$ cat config.mk
export PLATFORM = sky130hd
export DESIGN_NAME = red_roi_frame_detector
export DESIGN_NICKNAME = d
export VERILOG_FILES = /design/src/rtl/rrfd_pkg.sv /design/src/rtl/rrfd_div.sv /design/src/rtl/red_roi_frame_detector.sv
export SDC_FILE = /design/constraint.sdc
export NUM_CORES = 1
export LEC_CHECK = 0
export BUFFER_PORTS_ARGS = -buffer_cell sky130_fd_sc_hd__buf_4
export CAP_MARGIN = 20
export CORE_MARGIN = 2
export CORE_UTILIZATION = 59
export CTS_CLUSTER_DIAMETER = 100
export DETAILED_ROUTE_END_ITERATION = 8
export PLACE_DENSITY = 0.77
export SYNTH_ARGS = -nofsm -noshare
export SYNTH_HDL_FRONTEND = slang
export SYNTH_SLANG_ARGS = --single-unit
$ cat constraint.sdc
create_clock -name clk -period 12.8 [get_ports clk]
set_clock_uncertainty 0.15 [all_clocks]
set_input_delay 0.64 -clock clk [delete_from_list [all_inputs] [get_ports clk]]
set_output_delay 0.64 -clock clk [all_outputs]
set_load 0.02 [all_outputs]
$ cat src/rtl/rrfd_pkg.sv
`timescale 1ns / 1ps
`default_nettype none

package rrfd_pkg;

  // Frame limits: pixels beyond these are not counted
  localparam int MAX_WIDTH  = 1024;
  localparam int MAX_HEIGHT = 1024;

  // Pixel field widths
  localparam int COLOR_W = 8;
  localparam int COORD_W = 10;

  // First rectangle (change)
  localparam logic [COORD_W-1:0] CH_X0 = 10'd80;
  localparam logic [COORD_W-1:0] CH_X1 = 10'd96;
  localparam logic [COORD_W-1:0] CH_Y0 = 10'd48;
  localparam logic [COORD_W-1:0] CH_Y1 = 10'd60;

  // Second rectangle (turn)
  localparam logic [COORD_W-1:0] TU_X0 = 10'd90;
  localparam logic [COORD_W-1:0] TU_X1 = 10'd112;
  localparam logic [COORD_W-1:0] TU_Y0 = 10'd48;
  localparam logic [COORD_W-1:0] TU_Y1 = 10'd72;

  // Smallest frame that gets evaluated: last pixel at or beyond these
  localparam logic [COORD_W-1:0] MIN_LAST_ROW = 10'd72;
  localparam logic [COORD_W-1:0] MIN_LAST_COL = 10'd112;

  // Register indexes
  localparam int CFG_IDX_W = 3;
  localparam int CFG_DATA_W = 10;
  localparam logic [CFG_IDX_W-1:0] REG_HUE_LOW_MAX    = 3'd0;
  localparam logic [CFG_IDX_W-1:0] REG_HUE_HIGH_MIN   = 3'd1;
  localparam logic [CFG_IDX_W-1:0] REG_SAT_MIN        = 3'd2;
  localparam logic [CFG_IDX_W-1:0] REG_VAL_MIN        = 3'd3;
  localparam logic [CFG_IDX_W-1:0] REG_CHANGE_THR     = 3'd4;
  localparam logic [CFG_IDX_W-1:0] REG_TURN_THR       = 3'd5;
  localparam logic [CFG_IDX_W-1:0] REG_FRAMES_REQ     = 3'd6;

  // Register reset values
  localparam logic [7:0] HUE_LOW_MAX_RST  = 8'd10;
  localparam logic [7:0] HUE_HIGH_MIN_RST = 8'd170;
  localparam logic [7:0] SAT_MIN_RST      = 8'd120;
  localparam logic [7:0] VAL_MIN_RST      = 8'd70;
  localparam logic [7:0] CHANGE_THR_RST   = 8'd35;
  localparam logic [9:0] TURN_THR_RST     = 10'd300;
  localparam logic [3:0] FRAMES_REQ_RST   = 4'd3;

  // Divider sizing: numerators below 2^17, quotients below 2^9
  localparam int DIV_NUM_W = 17;
  localparam int DIV_Q_W   = 9;

  // Hue wraps at 180
  localparam logic [DIV_Q_W-1:0] HUE_WRAP = 9'd180;

  // Count limits
  localparam int CNT_W = 10;
  localparam logic [CNT_W-1:0] CH_CNT_MAX = 10'd255;
  localparam logic [CNT_W-1:0] TU_CNT_MAX = 10'd1023;

  // One state memory entry per rectangle
  typedef struct packed {
    logic [CNT_W-1:0] count;
    logic [3:0]       streak;
  } rrfd_entry_t;

  localparam rrfd_entry_t ENTRY_RESET = '{count: '0, streak: FRAMES_REQ_RST};

  localparam logic ENT_CHANGE = 1'b0;
  localparam logic ENT_TURN   = 1'b1;

endpackage

`default_nettype wire

$ cat src/rtl/rrfd_div.sv
`timescale 1ns / 1ps
`default_nettype none

// Restoring divider, one quotient bit per cycle, MSB first.
// The caller guarantees quotient < 2^DIV_Q_W.
module rrfd_div
  import rrfd_pkg::*;
(
  input  wire logic                 clk,
  input  wire logic                 rst_n,
  input  wire logic                 start,
  input  wire logic [DIV_NUM_W-1:0] num,
  input  wire logic [DIV_Q_W-1:0]   den,
  output logic                      done,
  output logic [DIV_Q_W-1:0]        quot
);

  localparam int CNT_BITS = $clog2(DIV_Q_W);
  localparam logic [CNT_BITS-1:0] LAST_STEP = CNT_BITS'(DIV_Q_W - 1);

  logic                 busy_r;
  logic                 done_r;
  logic [CNT_BITS-1:0]  cnt_r;
  logic [DIV_NUM_W-1:0] rem_r;
  logic [DIV_NUM_W:0]   dsh_r;
  logic [DIV_Q_W-1:0]   q_r;
  logic                 fits;

  // Trial subtract against the shifted divisor
  assign fits = {1'b0, rem_r} >= dsh_r;

  // Control
  always_ff @(posedge clk) begin
    if (!rst_n) begin
      busy_r <= 1'b0;
      done_r <= 1'b0;
      cnt_r  <= '0;
    end else begin
      done_r <= 1'b0;
      if (start) begin
        busy_r <= 1'b1;
        cnt_r  <= '0;
      end else if (busy_r) begin
        cnt_r <= cnt_r + 1'b1;
        if (cnt_r == LAST_STEP) begin
          busy_r <= 1'b0;
          done_r <= 1'b1;
        end
      end
    end
  end

  // Datapath
  always_ff @(posedge clk) begin
    if (start) begin
      rem_r <= num;
      dsh_r <= {1'b0, den, {(DIV_Q_W-1){1'b0}}};
      q_r   <= '0;
    end else if (busy_r) begin
      if (fits) begin
        rem_r <= rem_r - dsh_r[DIV_NUM_W-1:0];
      end
      dsh_r <= {1'b0, dsh_r[DIV_NUM_W:1]};
      q_r   <= {q_r[DIV_Q_W-2:0], fits};
    end
  end

  assign done = done_r;
  assign quot = q_r;

endmodule

`default_nettype wire

$ cat src/rtl/red_roi_frame_detector.sv
`timescale 1ns / 1ps
`default_nettype none

// Red sign detector on a BGR pixel stream. Each pixel is turned into HSV
// (hue 0..179, rounded), tested against two red hue bands plus minimum
// saturation and value, and counted in two fixed rectangles. On the last
// pixel of a frame of at least 73 rows by 113 columns one result transaction
// carries both counts and the two one-shot flags that fire when a rectangle's
// streak of passing frames runs out. Smaller frames give no result. No new
// pixel is accepted until the current one is finished; a pixel closing a
// frame with a result also passes the emit state (plus any wait on the
// output register). Each pixel uses the shared one-bit-per-cycle divider
// twice (saturation, then hue), then one read-modify-write per rectangle
// on the state memory. Registers must be written through the cfg port only
// while the block is idle; the block does not enforce this. A new
// frames_required value takes effect at the next streak reload.
module red_roi_frame_detector
  import rrfd_pkg::*;
(
  input  wire logic                  clk,
  input  wire logic                  rst_n,
  // Pixel input
  input  wire logic                  in_valid,
  output logic                       in_ready,
  input  wire logic [COLOR_W-1:0]    in_blue,
  input  wire logic [COLOR_W-1:0]    in_green,
  input  wire logic [COLOR_W-1:0]    in_red,
  input  wire logic [COORD_W-1:0]    in_column,
  input  wire logic [COORD_W-1:0]    in_row,
  input  wire logic                  in_end_of_frame,
  // Frame result
  output logic                       out_valid,
  input  wire logic                  out_ready,
  output logic                       out_change_flag,
  output logic                       out_turn_flag,
  output logic [7:0]                 out_change_pixels,
  output logic [CNT_W-1:0]           out_turn_pixels,
  // Register writes
  input  wire logic                  cfg_valid,
  output logic                       cfg_ready,
  input  wire logic [CFG_IDX_W-1:0]  cfg_index,
  input  wire logic [CFG_DATA_W-1:0] cfg_data
);

  typedef enum logic [2:0] {
    S_IDLE,
    S_PREP,
    S_SAT,
    S_HUE,
    S_UPD0,
    S_UPD1,
    S_EMIT
  } state_t;

  // Configuration registers
  logic [7:0] hue_low_max_r, hue_high_min_r, sat_min_r, val_min_r, change_thr_r;
  logic [9:0] turn_thr_r;
  logic [3:0] frames_req_r;

  assign cfg_ready = 1'b1;

  always_ff @(posedge clk) begin
    if (!rst_n) begin
      hue_low_max_r  <= HUE_LOW_MAX_RST;
      hue_high_min_r <= HUE_HIGH_MIN_RST;
      sat_min_r      <= SAT_MIN_RST;
      val_min_r      <= VAL_MIN_RST;
      change_thr_r   <= CHANGE_THR_RST;
      turn_thr_r     <= TURN_THR_RST;
      frames_req_r   <= FRAMES_REQ_RST;
    end else if (cfg_valid) begin
      case (cfg_index)
        REG_HUE_LOW_MAX:  hue_low_max_r  <= cfg_data[7:0];
        REG_HUE_HIGH_MIN: hue_high_min_r <= cfg_data[7:0];
        REG_SAT_MIN:      sat_min_r      <= cfg_data[7:0];
        REG_VAL_MIN:      val_min_r      <= cfg_data[7:0];
        REG_CHANGE_THR:   change_thr_r   <= cfg_data[7:0];
        REG_TURN_THR:     turn_thr_r     <= cfg_data[9:0];
        REG_FRAMES_REQ:   frames_req_r   <= cfg_data[3:0];
        default: ;
      endcase
    end
  end

  // Pipeline and output registers
  state_t               state_r, state_nxt;
  logic [COLOR_W-1:0]   b_r, g_r, r_r;
  logic [COORD_W-1:0]   col_r, row_r;
  logic                 eof_r;
  logic [7:0]           v_r, d_r, sat_r;
  logic [10:0]          n_r;
  logic [1:0]           hit_r;
  logic                 chg_flag_r, tu_flag_r;
  logic [7:0]           chg_cnt_r;
  logic [CNT_W-1:0]     tu_cnt_r;
  logic                 out_valid_r, out_change_flag_r, out_turn_flag_r;
  logic [7:0]           out_change_pixels_r;
  logic [CNT_W-1:0]     out_turn_pixels_r;

  logic                 in_fire;
  assign in_ready = (state_r == S_IDLE);
  assign in_fire  = in_valid && in_ready;

  // Max, min, spread and hue sector numerator
  logic [7:0]  v_c, m_c, d_c;
  logic [10:0] n_c;
  always_comb begin
    v_c = b_r;
    m_c = b_r;
    if (g_r > v_c) v_c = g_r;
    if (r_r > v_c) v_c = r_r;
    if (g_r < m_c) m_c = g_r;
    if (r_r < m_c) m_c = r_r;
    d_c = v_c - m_c;
    if (v_c == r_r) begin
      if (g_r >= b_r) n_c = 11'(g_r) - 11'(b_r);
      else            n_c = 11'(g_r) + 11'(d_c) * 11'd6 - 11'(b_r);
    end else if (v_c == g_r) begin
      n_c = 11'(b_r) + 11'(d_c) * 11'd2 - 11'(r_r);
    end else begin
      n_c = 11'(r_r) + 11'(d_c) * 11'd4 - 11'(g_r);
    end
  end

  // Shared divider: saturation in S_PREP, hue when saturation is done
  logic                 div_start, div_done;
  logic [DIV_NUM_W-1:0] div_num;
  logic [DIV_Q_W-1:0]   div_den, div_quot;

  assign div_start = (state_r == S_PREP) || (state_r == S_SAT && div_done);
  always_comb begin
    if (state_r == S_PREP) begin
      div_num = DIV_NUM_W'(d_c) * DIV_NUM_W'(510) + DIV_NUM_W'(v_c);
      div_den = {v_c, 1'b0};
    end else begin
      div_num = DIV_NUM_W'(n_r) * DIV_NUM_W'(60) + DIV_NUM_W'(d_r);
      div_den = {d_r, 1'b0};
    end
  end

  rrfd_div u_div (
    .clk   (clk),
    .rst_n (rst_n),
    .start (div_start),
    .num   (div_num),
    .den   (div_den),
    .done  (div_done),
    .quot  (div_quot)
  );

  // Hue wrap and red test
  logic [DIV_Q_W-1:0] hue_c;
  logic               red_c, in_frame_c, in_ch_c, in_tu_c, big_c;
  always_comb begin
    if (d_r == 8'd0)              hue_c = '0;
    else if (div_quot >= HUE_WRAP) hue_c = div_quot - HUE_WRAP;
    else                           hue_c = div_quot;
    red_c = ((hue_c <= {1'b0, hue_low_max_r}) || (hue_c >= {1'b0, hue_high_min_r}))
            && (sat_r >= sat_min_r) && (v_r >= val_min_r);
    in_frame_c = ({22'd0, col_r} < 32'(MAX_WIDTH)) && ({22'd0, row_r} < 32'(MAX_HEIGHT));
    in_ch_c = (col_r >= CH_X0) && (col_r <= CH_X1) && (row_r >= CH_Y0) && (row_r <= CH_Y1);
    in_tu_c = (col_r >= TU_X0) && (col_r <= TU_X1) && (row_r >= TU_Y0) && (row_r <= TU_Y1);
    big_c   = (row_r >= MIN_LAST_ROW) && (col_r >= MIN_LAST_COL);
  end

  // State memory: one entry per rectangle, valid bits stand for reset
  rrfd_entry_t mem_r [2];
  logic [1:0]  mem_vld_r;
  rrfd_entry_t rd_data_r;
  logic        rd_vld_r;
  logic        rd_addr, wr_addr, mem_we;
  rrfd_entry_t wr_data;

  assign rd_addr = (state_r == S_UPD0) ? ENT_TURN : ENT_CHANGE;
  assign wr_addr = (state_r == S_UPD1) ? ENT_TURN : ENT_CHANGE;
  assign mem_we  = (state_r == S_UPD0) || (state_r == S_UPD1);

  always_ff @(posedge clk) begin
    if (mem_we) begin
      mem_r[wr_addr] <= wr_data;
    end
    rd_data_r <= mem_r[rd_addr];
    rd_vld_r  <= mem_vld_r[rd_addr];
  end

  always_ff @(posedge clk) begin
    if (!rst_n) begin
      mem_vld_r <= '0;
    end else if (mem_we) begin
      mem_vld_r[wr_addr] <= 1'b1;
    end
  end

  // Entry update: count the pixel, judge the frame at its end
  rrfd_entry_t      cur_c;
  logic             ent_c, hit_c, flag_c;
  logic [CNT_W-1:0] cnt_max_c, thr_c, cnt_new_c;
  logic [3:0]       reload_c;
  always_comb begin
    cur_c     = rd_vld_r ? rd_data_r : ENTRY_RESET;
    ent_c     = (state_r == S_UPD1);
    hit_c     = hit_r[ent_c];
    cnt_max_c = ent_c ? TU_CNT_MAX : CH_CNT_MAX;
    thr_c     = ent_c ? turn_thr_r : {2'b00, change_thr_r};
    reload_c  = (frames_req_r == 4'd0) ? 4'd1 : frames_req_r;
    cnt_new_c = (hit_c && cur_c.count != cnt_max_c) ? cur_c.count + 1'b1 : cur_c.count;
    wr_data   = '{count: cnt_new_c, streak: cur_c.streak};
    flag_c    = 1'b0;
    if (eof_r) begin
      wr_data.count = '0;
      if (big_c && cur_c.streak != 4'd0) begin
        if (cnt_new_c > thr_c) begin
          wr_data.streak = cur_c.streak - 1'b1;
          flag_c         = (cur_c.streak == 4'd1);
        end else begin
          wr_data.streak = reload_c;
        end
      end
    end
  end

  // Sequencer
  always_comb begin
    state_nxt = state_r;
    case (state_r)
      S_IDLE: if (in_fire) state_nxt = S_PREP;
      S_PREP: state_nxt = S_SAT;
      S_SAT:  if (div_done) state_nxt = S_HUE;
      S_HUE:  if (div_done) state_nxt = S_UPD0;
      S_UPD0: state_nxt = S_UPD1;
      S_UPD1: state_nxt = (eof_r && big_c) ? S_EMIT : S_IDLE;
      S_EMIT: if (!out_valid_r || out_ready) state_nxt = S_IDLE;
      default: state_nxt = S_IDLE;
    endcase
  end

  always_ff @(posedge clk) begin
    if (!rst_n) begin
      state_r     <= S_IDLE;
      out_valid_r <= 1'b0;
    end else begin
      state_r <= state_nxt;
      // Result register: load on emit, drop once taken
      if (state_r == S_EMIT && (!out_valid_r || out_ready)) begin
        out_valid_r <= 1'b1;
      end else if (out_valid_r && out_ready) begin
        out_valid_r <= 1'b0;
      end
      case (state_r)
        S_IDLE: begin
          if (in_fire) begin
            b_r   <= in_blue;
            g_r   <= in_green;
            r_r   <= in_red;
            col_r <= in_column;
            row_r <= in_row;
            eof_r <= in_end_of_frame;
          end
        end
        S_PREP: begin
          v_r <= v_c;
          d_r <= d_c;
          n_r <= n_c;
        end
        S_SAT: begin
          if (div_done) begin
            sat_r <= (v_r == 8'd0) ? 8'd0 : div_quot[7:0];
          end
        end
        S_HUE: begin
          if (div_done) begin
            hit_r[ENT_CHANGE] <= in_frame_c && red_c && in_ch_c;
            hit_r[ENT_TURN]   <= in_frame_c && red_c && in_tu_c;
          end
        end
        S_UPD0: begin
          chg_flag_r <= flag_c;
          chg_cnt_r  <= cnt_new_c[7:0];
        end
        S_UPD1: begin
          tu_flag_r <= flag_c;
          tu_cnt_r  <= cnt_new_c;
        end
        S_EMIT: begin
          if (!out_valid_r || out_ready) begin
            out_change_flag_r   <= chg_flag_r;
            out_turn_flag_r     <= tu_flag_r;
            out_change_pixels_r <= chg_cnt_r;
            out_turn_pixels_r   <= tu_cnt_r;
          end
        end
        default: ;
      endcase
    end
  end

  assign out_valid         = out_valid_r;
  assign out_change_flag   = out_change_flag_r;
  assign out_turn_flag     = out_turn_flag_r;
  assign out_change_pixels = out_change_pixels_r;
  assign out_turn_pixels   = out_turn_pixels_r;

`ifndef SYNTH
  // Divider finishes only while the sequencer waits for it
  a_div_done_in_wait: assert property (@(posedge clk) disable iff (!rst_n)
    div_done |-> (state_r == S_SAT || state_r == S_HUE))
    else $error("divider done outside its wait states");

  // State memory is written only in the update cycles
  a_mem_we_states: assert property (@(posedge clk) disable iff (!rst_n)
    mem_we |-> (state_r == S_UPD0 || state_r == S_UPD1))
    else $error("state memory written outside update");

  // A new result comes only from the emit state
  a_result_from_emit: assert property (@(posedge clk) disable iff (!rst_n)
    $rose(out_valid_r) |-> $past(state_r) == S_EMIT)
    else $error("result raised outside emit");

  // An accepted pixel starts the saturation division
  a_accept_starts: assert property (@(posedge clk) disable iff (!rst_n)
    in_fire |=> (state_r == S_PREP && div_start))
    else $error("accepted pixel did not start processing");
`endif

endmodule

`default_nettype wire

==> qor.yml, run 1 <==
outcome: "finished, final reports clean"
wire_per_inst_um: 18.2
drcViolationCount: 0
worst_path_max_delay_cell: "fa_1"
setup_viol: 0
grt_max_degree: 71
grt_overflow: 0
max_stage_delay_ns: 0.55
endpoint_kind: "flip-flop"
worst_hold_slack_ns: 0.0703
syn_nets: 2317
htreeDepth: 1
synthArstFlopShare_pct: 0
ctsResizeCount: 0
hold_viol_final: 0
clk_pin_slew_ns: 0.06
worst_slew_pin_slew_ns: 1.05
ys_types: 91
fill_cells: 2521
clk_root_buffer_cell: "clkbuf_16"
finalCritPeriodShare_pct: 87.9
startpoint_type: "flip-flop"
period_minus_slack_ns: 11.26
place_ws_ns: 1.69
initial_core_util_pct: 60.1
worstSetupPathType: "flip-flop to flip-flop"
arrival_ns: 11.44
nets: 2400
syn_to_final_growth_pct: 11.1
routed-via-count: 14800
grt_pass1_wl_um: 76000
rsz0062_at_grt: "no"
insertedDiodeCount: 0
max_freq_mhz: 88.8
cts_buffer_depth: 3
syn_avg_cell_area_um2: 9.83
place.port_buffers: 84
place_congestion: 0.936
cts_sinks: 274
firstDrtPassIters: 8
cp.required_ns: 12.98
yosys_warnings: 0
drt_wl_total_um: 46200
synthFlopType: "edfxtp_1"
dp_hpwl_um: 35500
drtAntennaViolNets: 0
num_io_pins: 86
die_h_um: 186
track_usage_pct: 26.9
finalWorstSetupSlack_ns: 1.54
relSlewSlack_pct: 29.8
hold_buffers: 0
cts_buffers: 30
drtIter0Drc: 1017
synthCells: 1995
antenna_found_initial: 0
hp-class: "input port to flip-flop"
ys_seq_area_share_pct: 37.0
num_rows: 66
tritoncts: "done"
die_area_um2: 34700
routed_via_density: 5.81
final-max-slew-violation-count: 0
fin_tns_setup_ns: 0
cp_max_fo: 12
ys_seq_elements: 274
mostFrequentLayoutCells: "inv_1, ha_1, nand2_1"
grt_pass1_vias: 15000
syn_area_um2: 19600
layout_commonest_cell: "inv_1"
synth_enable_flop_cells: 176
drv_cap: 0
fin_area_um2: 21800
die_w_um: 186
drive_gt1_share_pct: 9.85
place_area_um2: 20700
cpMostUsedCell: "a21oi_1"
core_area_um2: 32600
clkLatencyLatePin_ns: 0.60
cts_setup_buffers: 0
==> registers in the layout, summed over array words and instances, names as in the netlist, 9 cells and up <==
register         flops
mem_r               28
u_div.dsh_r         17
u_div.rem_r         17
rd_data_r           14
n_r                 11
col_r               10
out_turn_pixels     10
row_r               10
tu_cnt_r            10
turn_thr_r          10
u_div.quot           9
==> routing by layer <==
layer | GRT usage [%] | vias to the layer above | wire (um)
li1 | - | 7165 | -
met1 | 35.0 | 7059 | 19700
met2 | 46.2 | 445 | 22400
met3 | 3.63 | 114 | 2580
met4 | 9.17 | 0 | 1530
met5 | 0 | - | 0
==> cell usage after synthesis (all sizes together), types with 18 or more instances <==
library cell | count | share of area (%)
xor2 | 48 | 2.2
mux2i | 56 | 3.0
ha | 192 | 12
nor2 | 108 | 2.1
nand3 | 39 | 1.0
a211oi | 26 | 1.1
fa | 67 | 6.8
nor3 | 31 | 0.82
a21boi | 43 | 1.6
a21o | 31 | 1.2
clkbuf | 39 | 0.75
nand2 | 186 | 3.6
inv | 231 | 4.4
o21bai | 22 | 0.84
o21ai | 94 | 2.4
nand2b | 25 | 0.80
o211ai | 18 | 0.71
edfxtp | 176 | 27
mux2 | 19 | 1.1
nor2b | 51 | 1.6
dfxtp | 98 | 10
xnor2 | 87 | 4.0
a21oi | 119 | 3.1
==> logic make-up (layout without fill, tap and decap cells) <==
family / Yosys count / count (layout) / synth area share [%]
other: 1 / 1 / 0.0191
adders and majority gates: 262 / 262 / 19.2
DFF: 274 / 274 / 37.0
buffers and inverters: 278 / 385 / 5.42
muxes: 75 / 75 / 4.05
and+or+nand+nor: 528 / 528 / 12.9
xor gates and xnor gates: 135 / 135 / 6.22
AOI/OAI and AO/OA: 442 / 442 / 15.1
==> worst max-delay path: cells and delay by family, from the launching register on <==
family / cells / cell delay, ns
compound gates: 15 / 3.68
xor+xnor: 4 / 0.90
fa+ha+maj: 8 / 3.11
buf+inv: 5 / 0.49
flops: 1 / 0.50
mux: 1 / 0.45
simple gates: 10 / 1.69
==> final timing paths <==
kind                                     to  cells past startpoint                   start  slack (ns)
min                        r_r[7]$_DFFE_PP_                      1               in_red[7]        0.07
max               u_div.rem_r[16]$_DFFE_PP_                     43        b_r[2]$_DFFE_PP_        1.54
min reg2reg  out_change_pixels[7]$_DFFE_PP_                      0  chg_cnt_r[7]$_DFFE_PP_        0.27
max reg2reg       u_div.rem_r[16]$_DFFE_PP_                     43        b_r[2]$_DFFE_PP_        1.54
==> cell type report <==
class | count | area (um^2) | share of cell area [%]
Sequential cell | 274 | 7250 | 33.3
Timing Repair Buffer | 98 | 766 | 3.51
Multi-Input combinational cell | 1443 | 11300 | 51.9
Clock inverter | 20 | 210 | 0.965
Inverter | 231 | 867 | 3.98
Clock buffer | 36 | 836 | 3.84
Tap cell | 442 | 553 | 2.54
==> stage by stage <==
| step | cells | util, % |
|---|---|---|
| floorplan | 1995 | - |
| CTS | 2541 | 66.6 |
| finish | 2544 | 66.8 |
| global route | 2544 | 66.8 |
| global placement | 2485 | 63.4 |
| detailed placement | 2485 | 63.4 |
Power of run 1 is left out: the tool's default activity adds up to more than one toggle a clock period on the data nets, which glitch-free logic cannot reach.
==> run 2: changes to the inputs <==
Settings changed: RECOVER_POWER from default to 100.
==> run 2 against run 1 <==
  * The flow now finishes with violations (max-capacitance violations, max-slew violations)
  * Routed wire length is 0.26% lower
  * Via count decreased by 0.13%
  * Count of clock-buffer cells in the layout unchanged
  * Global-route usage unchanged
  * Cell count unchanged
  * Die area unchanged
  * Critical path depth decreased by 6
  * Final area down 0.88%
  * Core utilization decreased by 0.59 points
  * First-iteration DRC count is 1.9% higher
  * Hold slack improved by 0.021 ns
  * Highest routed layer unchanged
==> qor.yml, run 2 (synthesis results as in run 1) <==
outcome: "finished, violations left"
violations: "max-capacitance violations, max-slew violations"
hold_buffers: 0
cts_buffer_depth: 3
drtIter0Drc: 1036
cp_num_buf_inv: 3
cts_buffers: 30
htreeDepth: 1
setup_viol: 0
drt_wl_total_um: 46100
routed-via-count: 14800
cpMostUsedCell: "a21oi_1"
grt_pass1_wl_um: 76000
grt_pass1_vias: 15000
drive_gt1_share_pct: 7.47
arrival_ns: 11.91
wl_met2_um: 22400
drcViolationCount: 0
clk_pin_slew_ns: 0.06
highest_layer: "met4"
cp.required_ns: 12.98
worst_slew_pin_slew_ns: 2.76
drtAntennaViolNets: 0
reg_top3: "mem_r: 28 flops, u_div.dsh_r: 17 flops, u_div.rem_r: 17 flops"
die_w_um: 186
startpoint_type: "flip-flop"
critPathTopFamily: "compound AO/OA/AOI/OAI gates"
top_register: "mem_r"
cts_sinks: 274
syn_to_final_growth_pct: 10.1
insertedDiodeCount: 0
relSlewSlack_pct: -83.9
cp_max_fo: 15
largest_reg_flops: 28
grt_max_degree: 71
final-max-slew-violation-count: 160
dp_hpwl_um: 35500
ctsResizeCount: 0
multi_input_area_um2: 11300
clkLatencyLatePin_ns: 0.60
wire_per_inst_um: 18.1
rsz0062_at_grt: "no"
period_minus_slack_ns: 11.73
drv_cap: 4
max_freq_mhz: 85.3
hp-class: "input port to flip-flop"
finalCritPeriodShare_pct: 91.6
worst_path_max_delay_cell: "mux2i_1"
antenna_found_initial: 0
fill_cells: 2577
cts_setup_buffers: 0
core_area_um2: 32600
track_usage_pct: 26.9
die_area_um2: 34700
place_congestion: 0.936
clk_root_buffer_cell: "clkbuf_16"
num_rows: 66
die_h_um: 186
mostFrequentLayoutCells: "inv_1, ha_1, nand2_1"
hold_viol_final: 0
firstDrtPassIters: 5
routed_via_density: 5.80
tritoncts: "done"
layout_commonest_cell: "inv_1"
wl_met1_um: 19600
grt_overflow: 0
worstSetupPathType: "flip-flop to flip-flop"
max_stage_delay_ns: 0.91
fin_tns_setup_ns: 0
place.port_buffers: 84
num_io_pins: 86
wl_met3_um: 2550
endpoint_kind: "flip-flop"
ff_latch_area_um2: 7250
initial_core_util_pct: 60.1
nets: 2400
==> run 2: routing by layer <==
layer	GRT usage [%]	up-vias
li1	-	7163
met1	35.0	7034
met5	0	-
met2	46.2	453
met4	9.17	0
met3	3.63	114
==> run 2: worst paths after layout <==
path	slack, ns	depth (start not counted)	startpoint	end
max	1.07	37	b_r[2]$_DFFE_PP_	u_div.rem_r[16]$_DFFE_PP_
min	0.09	1	in_red[7]	r_r[7]$_DFFE_PP_
max reg2reg	1.07	37	b_r[2]$_DFFE_PP_	u_div.rem_r[16]$_DFFE_PP_
min reg2reg	0.27	0	chg_cnt_r[7]$_DFFE_PP_	out_change_pixels[7]$_DFFE_PP_
==> run 2: cell type report <==
cell class              instances  area share, %
well taps                     442           2.56
inverters                     231           4.02
clock buffers                  36           3.87
flip-flops and latches        274           33.6
clock inverters                20          0.973
repair buffers                 98           2.86
multi-input cells            1443           52.2
==> run 2: through the flow <==
stage	setup WS (ns)	hold WS (ns)	instance area, um^2	util [%]	instances
after floorplan	2.75	0.250	19600	-	1995
after global placement	2.06	0.251	20700	63.4	2485
after detailed placement	1.69	0.255	20700	63.4	2485
after CTS	1.66	0.0380	21700	66.6	2541
after global routing	0.240	0.0753	21600	66.2	2544
final	1.07	0.0915	21600	66.2	2544
Power of run 2 is left out for the same reason.
